<file path="config.mk">
export PLATFORM = sky130hd
export DESIGN_NAME = wildcard_name_matcher
export DESIGN_NICKNAME = d
export VERILOG_FILES = /design/src/wnm_pkg.sv /design/src/wnm_closure.sv /design/src/wildcard_name_matcher.sv
export SDC_FILE = /design/constraint.sdc
export NUM_CORES = 1
export LEC_CHECK = 0
export ABC_AREA = 1
export BUFFER_PORTS_ARGS = -buffer_cell sky130_fd_sc_hd__buf_2
export CAP_MARGIN = 20
export CORE_MARGIN = 2
export CORE_UTILIZATION = 50
export DETAILED_ROUTE_END_ITERATION = 8
export PLACE_DENSITY = 0.77
export RECOVER_POWER = 100
export SLEW_MARGIN = 10
export SYNTH_ARGS = -nofsm -noshare
export SYNTH_HDL_FRONTEND = slang
export SYNTH_HIERARCHICAL = 1
export SYNTH_SLANG_ARGS = --single-unit
</file>
<file path="constraint.sdc">
create_clock -name clk -period 6.18 [get_ports clk]
set_clock_uncertainty 0.05 [all_clocks]
set_input_delay 0 -clock clk [delete_from_list [all_inputs] [get_ports clk]]
set_output_delay 0 -clock clk [all_outputs]
set_load 0.02 [all_outputs]
</file>
<file path="src/wnm_pkg.sv">
// Package of the wildcard name matcher: sizes, request codes, characters and case folding.
package wnm_pkg;

	localparam int PATTERN_LEN = 32;
	localparam int COUNT_W     = $clog2(PATTERN_LEN + 1);
	localparam int LEVELS      = $clog2(PATTERN_LEN + 1);

	typedef enum logic [1:0] {
		MODE_CLEAR  = 2'd0,
		MODE_APPEND = 2'd1,
		MODE_NAME   = 2'd2,
		MODE_END    = 2'd3
	} mode_t;

	typedef logic [PATTERN_LEN:0]   pos_vec_t;
	typedef logic [PATTERN_LEN-1:0] pat_vec_t;

	localparam logic [7:0] CH_QUESTION = 8'h3F;
	localparam logic [7:0] CH_STAR     = 8'h2A;
	localparam logic [7:0] CH_DOT      = 8'h2E;
	localparam logic [7:0] CH_UPPER_A  = 8'h41;
	localparam logic [7:0] CH_UPPER_Z  = 8'h5A;
	localparam logic [7:0] CASE_OFFSET = 8'h20;

	// ASCII case folding; bytes outside A to Z pass unchanged.
	function automatic logic [7:0] fold_char(input logic [7:0] c);
		logic [7:0] r;
		if (c >= CH_UPPER_A && c <= CH_UPPER_Z) begin
			r = c + CASE_OFFSET;
		end else begin
			r = c;
		end
		return r;
	endfunction

endpackage

</file>
<file path="src/wnm_closure.sv">
// Star closure of a set of live pattern positions as a log-depth prefix network.
module wnm_closure (
	input  wnm_pkg::pos_vec_t seed,
	input  wnm_pkg::pat_vec_t star,
	output wnm_pkg::pos_vec_t closed
);

	localparam int N = wnm_pkg::PATTERN_LEN;
	localparam int L = wnm_pkg::LEVELS;

	wnm_pkg::pos_vec_t s [0:L];
	wnm_pkg::pos_vec_t p [0:L];

	// A position j is reached from j-1 when position j-1 holds a star.
	always_comb begin
		s[0] = seed;
		p[0] = {star, 1'b0};
		for (int lv = 0; lv < L; lv++) begin
			for (int j = 0; j <= N; j++) begin
				if (j >= (1 << lv)) begin
					s[lv+1][j] = s[lv][j] | (s[lv][j-(1<<lv)] & p[lv][j]);
					p[lv+1][j] = p[lv][j] & p[lv][j-(1<<lv)];
				end else begin
					s[lv+1][j] = s[lv][j];
					p[lv+1][j] = p[lv][j];
				end
			end
		end
	end

	assign closed = s[L];

endmodule

</file>
<file path="src/wildcard_name_matcher.sv">
// A request is registered in the input stage, then processed; an end of name loads its result
// into the result register. One request per cycle while no end-of-name request is held up.
// A waiting result holds end-of-name requests; other requests flow past it while none is held.
// Reset (arst_n low, asynchronous) empties the pattern, clears the overflow flag and
// restarts the live set; the pattern bytes themselves are not cleared.
module wildcard_name_matcher (
	input  logic       clk,
	input  logic       arst_n,
	input  logic       in_valid,
	output logic       in_ready,
	input  logic [1:0] mode,
	input  logic [7:0] symbol,
	output logic       out_valid,
	input  logic       out_ready,
	output logic       is_match,
	output logic       pattern_error
);

	localparam int N  = wnm_pkg::PATTERN_LEN;
	localparam int CW = wnm_pkg::COUNT_W;

	// Input register stage.
	logic           valid_s1;
	wnm_pkg::mode_t mode_s1;
	logic [7:0]     symbol_s1;

	// Pattern store, kept per position in decoded form so that every position can be
	// compared in parallel: a star flag, a question-mark flag and the folded byte.
	wnm_pkg::pat_vec_t star_q;
	wnm_pkg::pat_vec_t qmark_q;
	logic [7:0]        chr_q [N];

	// Control state.
	logic [CW-1:0]     count_q;
	logic              ovf_q;
	wnm_pkg::pos_vec_t live_q;   // live positions for the name in progress
	wnm_pkg::pos_vec_t start_q;  // position 0 and its star closure for the current pattern
	wnm_pkg::pos_vec_t tail_q;   // bit i: pattern from i onwards holds only dots and stars

	// Result register.
	logic out_valid_q;
	logic is_match_q;
	logic pattern_error_q;

	logic              out_free;
	logic              s1_go;
	logic              is_append;
	logic              is_end;
	logic              room;
	logic [7:0]        sym_fold;
	logic              sym_star;
	logic              sym_dotstar;
	wnm_pkg::pat_vec_t in_pat;
	wnm_pkg::pat_vec_t star_live;
	wnm_pkg::pat_vec_t wr_en;
	wnm_pkg::pos_vec_t upto;
	wnm_pkg::pos_vec_t step_vec;
	wnm_pkg::pos_vec_t next_live;
	wnm_pkg::pos_vec_t start_next;
	wnm_pkg::pos_vec_t tail_next;
	logic              hit;

	// An end-of-name request may only leave the input stage when the result register
	// can take its result; every other request leaves at once.
	assign out_free  = !out_valid_q || out_ready;
	assign is_end    = (mode_s1 == wnm_pkg::MODE_END);
	assign is_append = (mode_s1 == wnm_pkg::MODE_APPEND);
	assign s1_go     = valid_s1 && (!is_end || out_free);
	assign in_ready  = !valid_s1 || s1_go;

	always_ff @(posedge clk or negedge arst_n) begin
		if (!arst_n) begin
			valid_s1 <= 1'b0;
		end else if (in_ready) begin
			valid_s1 <= in_valid;
		end
	end

	always_ff @(posedge clk) begin
		if (in_ready && in_valid) begin
			mode_s1   <= wnm_pkg::mode_t'(mode);
			symbol_s1 <= symbol;
		end
	end

	assign sym_fold    = wnm_pkg::fold_char(symbol_s1);
	assign sym_star    = (symbol_s1 == wnm_pkg::CH_STAR);
	assign sym_dotstar = sym_star || (symbol_s1 == wnm_pkg::CH_DOT);
	assign room        = (count_q < CW'(N));

	// Position masks derived from the fill count: in_pat marks stored pattern bytes,
	// upto marks positions 0 to count inclusive.
	always_comb begin
		for (int i = 0; i < N; i++) begin
			in_pat[i] = (CW'(i) < count_q);
			wr_en[i]  = s1_go && is_append && (CW'(i) == count_q);
		end
		for (int i = 0; i <= N; i++) begin
			upto[i] = (CW'(i) <= count_q);
		end
	end

	// One name character: a live star stays where it is, a live question mark or an
	// equal character moves one position on. Star closure then follows below.
	always_comb begin
		step_vec = '0;
		for (int i = 0; i < N; i++) begin
			if (live_q[i] && in_pat[i]) begin
				if (star_q[i]) begin
					step_vec[i] = 1'b1;
				end else if (qmark_q[i] || chr_q[i] == sym_fold) begin
					step_vec[i+1] = 1'b1;
				end
			end
		end
	end

	assign star_live = star_q & in_pat;

	wnm_closure u_closure (
		.seed   (step_vec),
		.star   (star_live),
		.closed (next_live)
	);

	// Appending a byte extends the start closure by one position when the start set
	// already reaches the new byte and that byte is a star. The tail flags of all
	// positions up to the new byte fold in whether it is a dot or a star.
	always_comb begin
		start_next = start_q;
		tail_next  = tail_q;
		for (int i = 0; i < N; i++) begin
			if (CW'(i) == count_q && start_q[i] && sym_star) begin
				start_next[i+1] = 1'b1;
			end
		end
		for (int i = 0; i <= N; i++) begin
			if (upto[i] && !sym_dotstar) begin
				tail_next[i] = 1'b0;
			end
		end
	end

	assign hit = |(live_q & tail_q & upto);

	// Pattern bytes are payload: written at the fill count, never cleared.
	always_ff @(posedge clk) begin
		for (int i = 0; i < N; i++) begin
			if (wr_en[i] && room) begin
				star_q[i]  <= sym_star;
				qmark_q[i] <= (symbol_s1 == wnm_pkg::CH_QUESTION);
				chr_q[i]   <= sym_fold;
			end
		end
	end

	always_ff @(posedge clk or negedge arst_n) begin
		if (!arst_n) begin
			count_q <= '0;
			ovf_q   <= 1'b0;
			live_q  <= wnm_pkg::pos_vec_t'(1);
			start_q <= wnm_pkg::pos_vec_t'(1);
			tail_q  <= '1;
		end else if (s1_go) begin
			unique case (mode_s1)
				wnm_pkg::MODE_CLEAR: begin
					count_q <= '0;
					ovf_q   <= 1'b0;
					live_q  <= wnm_pkg::pos_vec_t'(1);
					start_q <= wnm_pkg::pos_vec_t'(1);
					tail_q  <= '1;
				end
				wnm_pkg::MODE_APPEND: begin
					// A full store drops the byte and raises the overflow flag; the
					// name in progress restarts either way.
					if (room) begin
						count_q <= count_q + CW'(1);
						start_q <= start_next;
						tail_q  <= tail_next;
						live_q  <= start_next;
					end else begin
						ovf_q  <= 1'b1;
						live_q <= start_q;
					end
				end
				wnm_pkg::MODE_NAME: begin
					live_q <= next_live;
				end
				wnm_pkg::MODE_END: begin
					live_q <= start_q;
				end
				default: begin
					live_q <= start_q;
				end
			endcase
		end
	end

	// Result register: loaded by an end of name, emptied when the consumer takes it.
	always_ff @(posedge clk or negedge arst_n) begin
		if (!arst_n) begin
			out_valid_q <= 1'b0;
		end else if (s1_go && is_end) begin
			out_valid_q <= 1'b1;
		end else if (out_ready) begin
			out_valid_q <= 1'b0;
		end
	end

	always_ff @(posedge clk) begin
		if (s1_go && is_end) begin
			is_match_q      <= hit && !ovf_q;
			pattern_error_q <= ovf_q;
		end
	end

	assign out_valid     = out_valid_q;
	assign is_match      = is_match_q;
	assign pattern_error = pattern_error_q;

endmodule

</file>
==> flow_summary.toml, run 1 <==
[sta]
max_freq_mhz = 195
tns_ps = 0
period_minus_slack_ps = 5130
relSlewSlack_pct = -136
postLayoutSetupSlackWorst_ps = 1050
maxSlewViolCount = 347
tightest_slew_ps = 3540
hold_violations = 0
rsz0062_at_grt = "false"
finalCritPeriodShare_pct = 83.1
setup_viol = 0

[clocking]
cts_made_buffers = 48
clk_latency_ps = 620
cts-root-buf = "clkbuf_16"
cts.sinks = 440
clk_path_buf_depth = 3
path_clk_slew_ps = 60
cts_htree_levels = 2
cts_tree = "yes"

[floorplan]
initial_utilization_pct = 50.6
core_region_area_sq_um = 45400
die_width_microns = 218
rows = 78
die_h_microns = 218
ios = 18
die_area_sq_um = 47700

[drt]
viasPerCell = 5.60
drt_iter0_drc = 2174
vias = 18700
wl_per_cell_microns = 21.9
drc = 0
drt_wl_total_mm = 73.3
ant_nets = 0
drt_pre_antenna_iters = 6

[power]
power_frac_comb_pct = 7.9
clkPwrFrac_pct = 44.4
p_seq_share_pct = 47.7
p_sw_uw = 1720
power_density_nw_per_um2 = 270
p_leak_uw = 0.0108
switching_share_pct = 25.0
p_int_uw = 5140
ir_worst_vdd_mv = 0.264

[worst_setup_path]
critical_path.startpoint = "mode_s1[1]"
r2r_cells = 10
reg2reg_from = "mode_s1[1]"
startpoint_type = "flip-flop"
criticalPathCategory = "reg -> reg"
r2r_slack_ps = 1050
arrival_ps = 5590
cp_data_required_time_ps = 6630
worstPathMaxFanout = 35
end_kind = "flip-flop"
worstReg2RegEnd = "tail_q[18]"

[synth]
synth_ff_type = "edfxtp_1"
synth_enable_flop_cells = 332
synth_area_sq_um = 23000
syn_nets = 2687
syn_inst = 2669
synthArstFlopShare_pct = 24.5
ys_ff_latch = 440
yosysWarnings = 6
synth_top_area_share_pct = 43.4
ys_seq_area_share_pct = 55.4
synth_most_common_cell = "nand2_1"
syn_area_per_cell_sq_um = 8.61
ys_top_cells_by_count = "nand2_1, inv_1, edfxtp_1"
ys_types = 50
ys_top_cells_by_area = "edfxtp_1, nand2_1, dfrtp_1"
yosysTopAreaCell = "edfxtp_1"

[status]
violations = "max-capacitance violations, max-slew violations"
outcome = "finished, violations left"

[final_layout]
antenna_cells = 0
fillerInstances = 4039
syn2layout_area_growth_pct = 10.4
drive_gt1_share_pct = 7.54
finalNetCount = 2723

[grt]
grtUsageTotal_pct = 31.3
grt_pass1_wl_mm = 111
grt_pass1_vias = 18100
antenna_found_initial = 2
grt_overflow = 0
grt_max_degree = 65

[min_path]
hold_end = "mode_s1[0]"
hold_path.class = "in -> reg"
hold_depth = 2
hp-start = "mode[0]"

[place]
portBuffers = 17
place.detailed.hpwl_mm = 52.2
gp_congestion = 1.04
place_ws_ps = 1710

[run]
max_cap_violations = 8
==> area by class of cell <==
cell class / instances / area [sq um] / area share, %
inverter: 371 / 1390 / 5.50
tap: 600 / 751 / 2.96
clock inverter: 35 / 433 / 1.71
sequential: 440 / 12700 / 50.2
clock buffer: 55 / 1230 / 4.84
timing repair buffer: 75 / 463 / 1.83
multi-input combinational: 1769 / 8370 / 33.0
==> flip-flops by register name, indices dropped and copies added, names as in the netlist <==
signal / flops
is_match: 1
start_q: 33
pattern_error: 1
live_q: 33
star_q: 32
chr_q: 256
symbol_s1: 8
valid_s1: 1
tail_q: 33
out_valid: 1
ovf_q: 1
qmark_q: 32
count_q: 6
mode_s1: 2
==> layout by cell type (no fill, tap or decap), types with 3 or more instances in the layout <==
cell type	n
nand2_1	779
inv_1	361
edfxtp_1	332
nor2_1	248
nand3_1	209
o21ai_0	117
a21oi_1	93
xor2_1	83
dfrtp_1	73
clkbuf_16	48
clkbuf_1	41
nor3_1	36
dfstp_2	35
xnor2_1	34
nor4_1	28
or2_2	28
nand4_1	27
buf_4	20
clkinv_2	15
dlygate4sd3_1	13
nand2_2	10
o211ai_1	10
o22ai_1	9
clkinv_1	8
bufinv_16	8
inv_2	7
nor2_4	7
o21ai_1	5
a31oi_1	5
a22oi_1	5
buf_2	5
nand3b_1	4
ha_1	4
nor2_2	3
nor3b_1	3
==> worst max-delay path: stages, from the launching register on <==
cell and delay [ps]:
edfxtp_1 520, nand2_1 860, inv_1 540, nand2_1 260
nand2_4 320, nor2_4 590, o21ai_0 650, nor2_8 620
inv_2 280, o21ai_0 220, nand2_1 80
==> timing repair <==
item / in CTS / in global routing
hold buffers: 13 / 0
hold endpoints to repair: 64 / 0
gates resized for setup: 0 / 0
buffers inserted: 0 / 0
==> cells by family after synthesis <==
logic type                 count (synthesis)  synth area share, %
xor gates and xnor gates                 117                 4.46
adders and majority gates                  4                0.218
and+or+nand+nor                         1390                 25.9
DFF                                      440                 55.4
buffers and inverters                    460                 7.99
AOI/OAI and AO/OA                        258                 6.11
==> layer usage <==
layer	wire [microns]	track usage, %
met5	10	0
met4	2940	11.9
met3	6170	5.78
met2	33400	49.4
met1	30800	43.1
==> metrics by stage <==
step                hold WS (ps)  cells  total power (uW)  cell area, sq um  util, %
floorplan                   -346   2669              3650             23000        -
global placement            96.9   3237              3850             23700     52.2
detailed placement          95.6   3240              3860             23700     52.3
CTS                         17.5   3343              6870             25500     56.3
global route                74.0   3345              7040             25400     55.9
finish                      59.6   3345              6860             25400     55.9
==> worst max-delay path by stage <==
stage / endpoint / depth (start not counted)
after floorplan: qmark_q[0] / 5
after global placement: live_q[23] / 20
after detailed placement: live_q[31] / 20
after CTS: live_q[31] / 20
after global routing: live_q[27] / 21
final: tail_q[18] / 10
==> power by group through the flow <==
stage / clock network (uW) / registers [uW] / logic [uW]
after floorplan: 0 / 3320 / 322
after global placement: 0 / 3320 / 521
after detailed placement: 0 / 3330 / 535
after CTS: 3060 / 3270 / 543
after global routing: 3180 / 3270 / 588
final: 3040 / 3270 / 544
(Power assumes the default switching activity.)
==> run 2, diff against run 1 <==
==> constraint.sdc (replaced) <==
create_clock -name clk -period 5.2 [get_ports clk]
set_clock_uncertainty 0.05 [all_clocks]
set_input_delay 0 -clock clk [delete_from_list [all_inputs] [get_ports clk]]
set_output_delay 0 -clock clk [all_outputs]
set_load 0.02 [all_outputs]
==> run 2 against run 1 <==
  * The run still ends with max-capacitance violations, max-slew violations left
  * Sequential power is 19% higher
  * Wire length up 0.51%
  * Combinational power up 23%
  * Power rose by 16%
  * Global-route usage is 0.22 points higher
  * Hold slack worse by 10 ps
  * Die area unchanged
  * Flip-flop and latch count stayed put
  * Critical path depth shrank 1
  * Final cell count is 0.48% higher
  * Fmax up 8.8%
  * Non-clock buffer count up 16
  * Critical endpoint is now chr_q[0][47]
==> flow_summary.toml, run 2 (synthesis results as in run 1) <==
[status]
outcome = "finished, violations left"
violations = "max-capacitance violations, max-slew violations"

[drt]
drt_wl_total_mm = 73.7
drc = 0
viasPerCell = 5.57
drt_pre_antenna_iters = 6
drt_iter0_drc = 2109
ant_nets = 0
wl_per_cell_microns = 21.9
vias = 18700

[grt]
grt_pass1_vias = 18200
grt_pass1_wl_mm = 112
grt_overflow = 0
grtUsageTotal_pct = 31.5
antenna_found_initial = 0
grt_max_degree = 68

[floorplan]
core_region_area_sq_um = 45400
die_h_microns = 218
ios = 18
initial_utilization_pct = 50.6
die_area_sq_um = 47700
die_width_microns = 218
rows = 78

[clocking]
cts_htree_levels = 2
clk_latency_ps = 610
cts.sinks = 440
cts_made_buffers = 48
path_clk_slew_ps = 70
cts_tree = "yes"
clk_path_buf_depth = 3
cts-root-buf = "clkbuf_16"
cts_resized = 0

[worst_setup_path]
arrival_ps = 4890
criticalPathCategory = "reg -> reg"
reg2reg_from = "mode_s1[0]"
end_kind = "flip-flop"
cp_data_required_time_ps = 5380
startpoint_type = "flip-flop"
worstPathMaxFanout = 24
critical_path.startpoint = "mode_s1[0]"

[sta]
whs_ps = 49.1
tightest_slew_ps = 4390
setup_viol = 0
maxSlewViolCount = 101
finalCritPeriodShare_pct = 90.7
tns_ps = 0
hold_violations = 0
max_freq_mhz = 212
period_minus_slack_ps = 4720
rsz0062_at_grt = "false"
relSlewSlack_pct = -193

[final_layout]
most-common-layout-cells = "nand2_1, inv_1, edfxtp_1"
layout_commonest_cell = "nand2_1"
largest_register_ffs = 256
top_register = "chr_q"
fin_util_pct = 56.0
drive_gt1_share_pct = 7.75
fillerInstances = 4060
antenna_cells = 0
syn2layout_area_growth_pct = 10.6
finalNetCount = 2739

[place]
portBuffers = 17
place.detailed.hpwl_mm = 52.1
gp_congestion = 1.04

[power]
p_leak_uw = 0.0108
power_frac_comb_pct = 8.4
p_int_uw = 5910
p_seq_share_pct = 48.8
p_sw_uw = 2030
switching_share_pct = 25.6
ir_worst_vdd_mv = 0.295
power_density_nw_per_um2 = 313
clkPwrFrac_pct = 42.8
p_total_uw = 7940

[run]
max_cap_violations = 2

[min_path]
hold_path.class = "in -> reg"
hp-start = "mode[0]"
-- run 2: cell count changes in the layout (fill, tap and decap cells not counted), moves of 2 or more --
cell / previous run / this run
o21ai_1: 5 / 13
clkbuf_2: 2 / 0
o21ai_0: 117 / 108
buf_4: 20 / 26
inv_6: 1 / 3
clkbuf_8: 0 / 6
clkbuf_1: 41 / 50
buf_12: 1 / 4
bufinv_16: 8 / 2
dlygate4sd3_1: 13 / 15
clkinv_2: 15 / 10
-- run 2: worst max-delay path, cell delays in order, from the launching register on --
cell      delay [ps]
edfxtp_1         460
inv_1            180
nor2_4           120
inv_1            300
nor2_1           920
inv_1            810
nor2_1           330
inv_1            190
nor2_1           170
clkbuf_1         740
-- run 2: power by group through the flow --
stage / sequential [uW] / combinational (uW) / clock (uW)
2_1_floorplan: 3950 / 383 / 0
6_report: 3880 / 667 / 3400
3_3_place_gp: 3940 / 636 / 0
3_5_place_dp: 3940 / 653 / 0
4_1_cts: 3870 / 665 / 3440
5_1_grt: 3880 / 719 / 3560
-- run 2: final timing paths --
check,depth (start not counted),to,slack [ps]
worst max-delay path,9,chr_q[0][47],480
worst min-delay path,2,mode_s1[0],50
worst max register to register,9,chr_q[0][47],480
worst min register to register,2,tail_q[26],410
max in group asynchronous,2,live_q[14],1140
min in group asynchronous,2,live_q[19],1440
-- run 2: area by class of cell --
| cell class | instances | area [sq um] | share of cell area, % |
|---|---|---|---|
| clock buffers | 64 | 1320 | 5.20 |
| clock inverters | 26 | 241 | 0.951 |
| inverters | 371 | 1390 | 5.49 |
| multi-input cells | 1769 | 8380 | 33.0 |
| flip-flops and latches | 440 | 12700 | 50.1 |
| well taps | 600 | 751 | 2.95 |
| repair buffers | 91 | 606 | 2.38 |
-- run 2: metal layers --
| layer | GRT usage (%) | share of wire [%] |
|---|---|---|
| met1 | 44.5 | 42 |
| met2 | 48.9 | 45 |
| met3 | 5.66 | 9.0 |
| met4 | 11.5 | 3.8 |
| met5 | 0 | 0 |
-- run 2: through the flow --
step                      setup slack, ps  cell area [sq um]  instances
final                                 484              25400       3361
after global routing                  416              25400       3361
after CTS                            1220              25600       3361
after detailed placement             1240              23900       3256
after global placement               1230              23900       3255
after floorplan                      1880              23000       2669
-- run 2: repair_timing --
| action | CTS | global route |
|---|---|---|
| setup buffers | 0 | 0 |
| hold buffers | 15 | 0 |
| endpoints found under the hold margin | 57 | 0 |
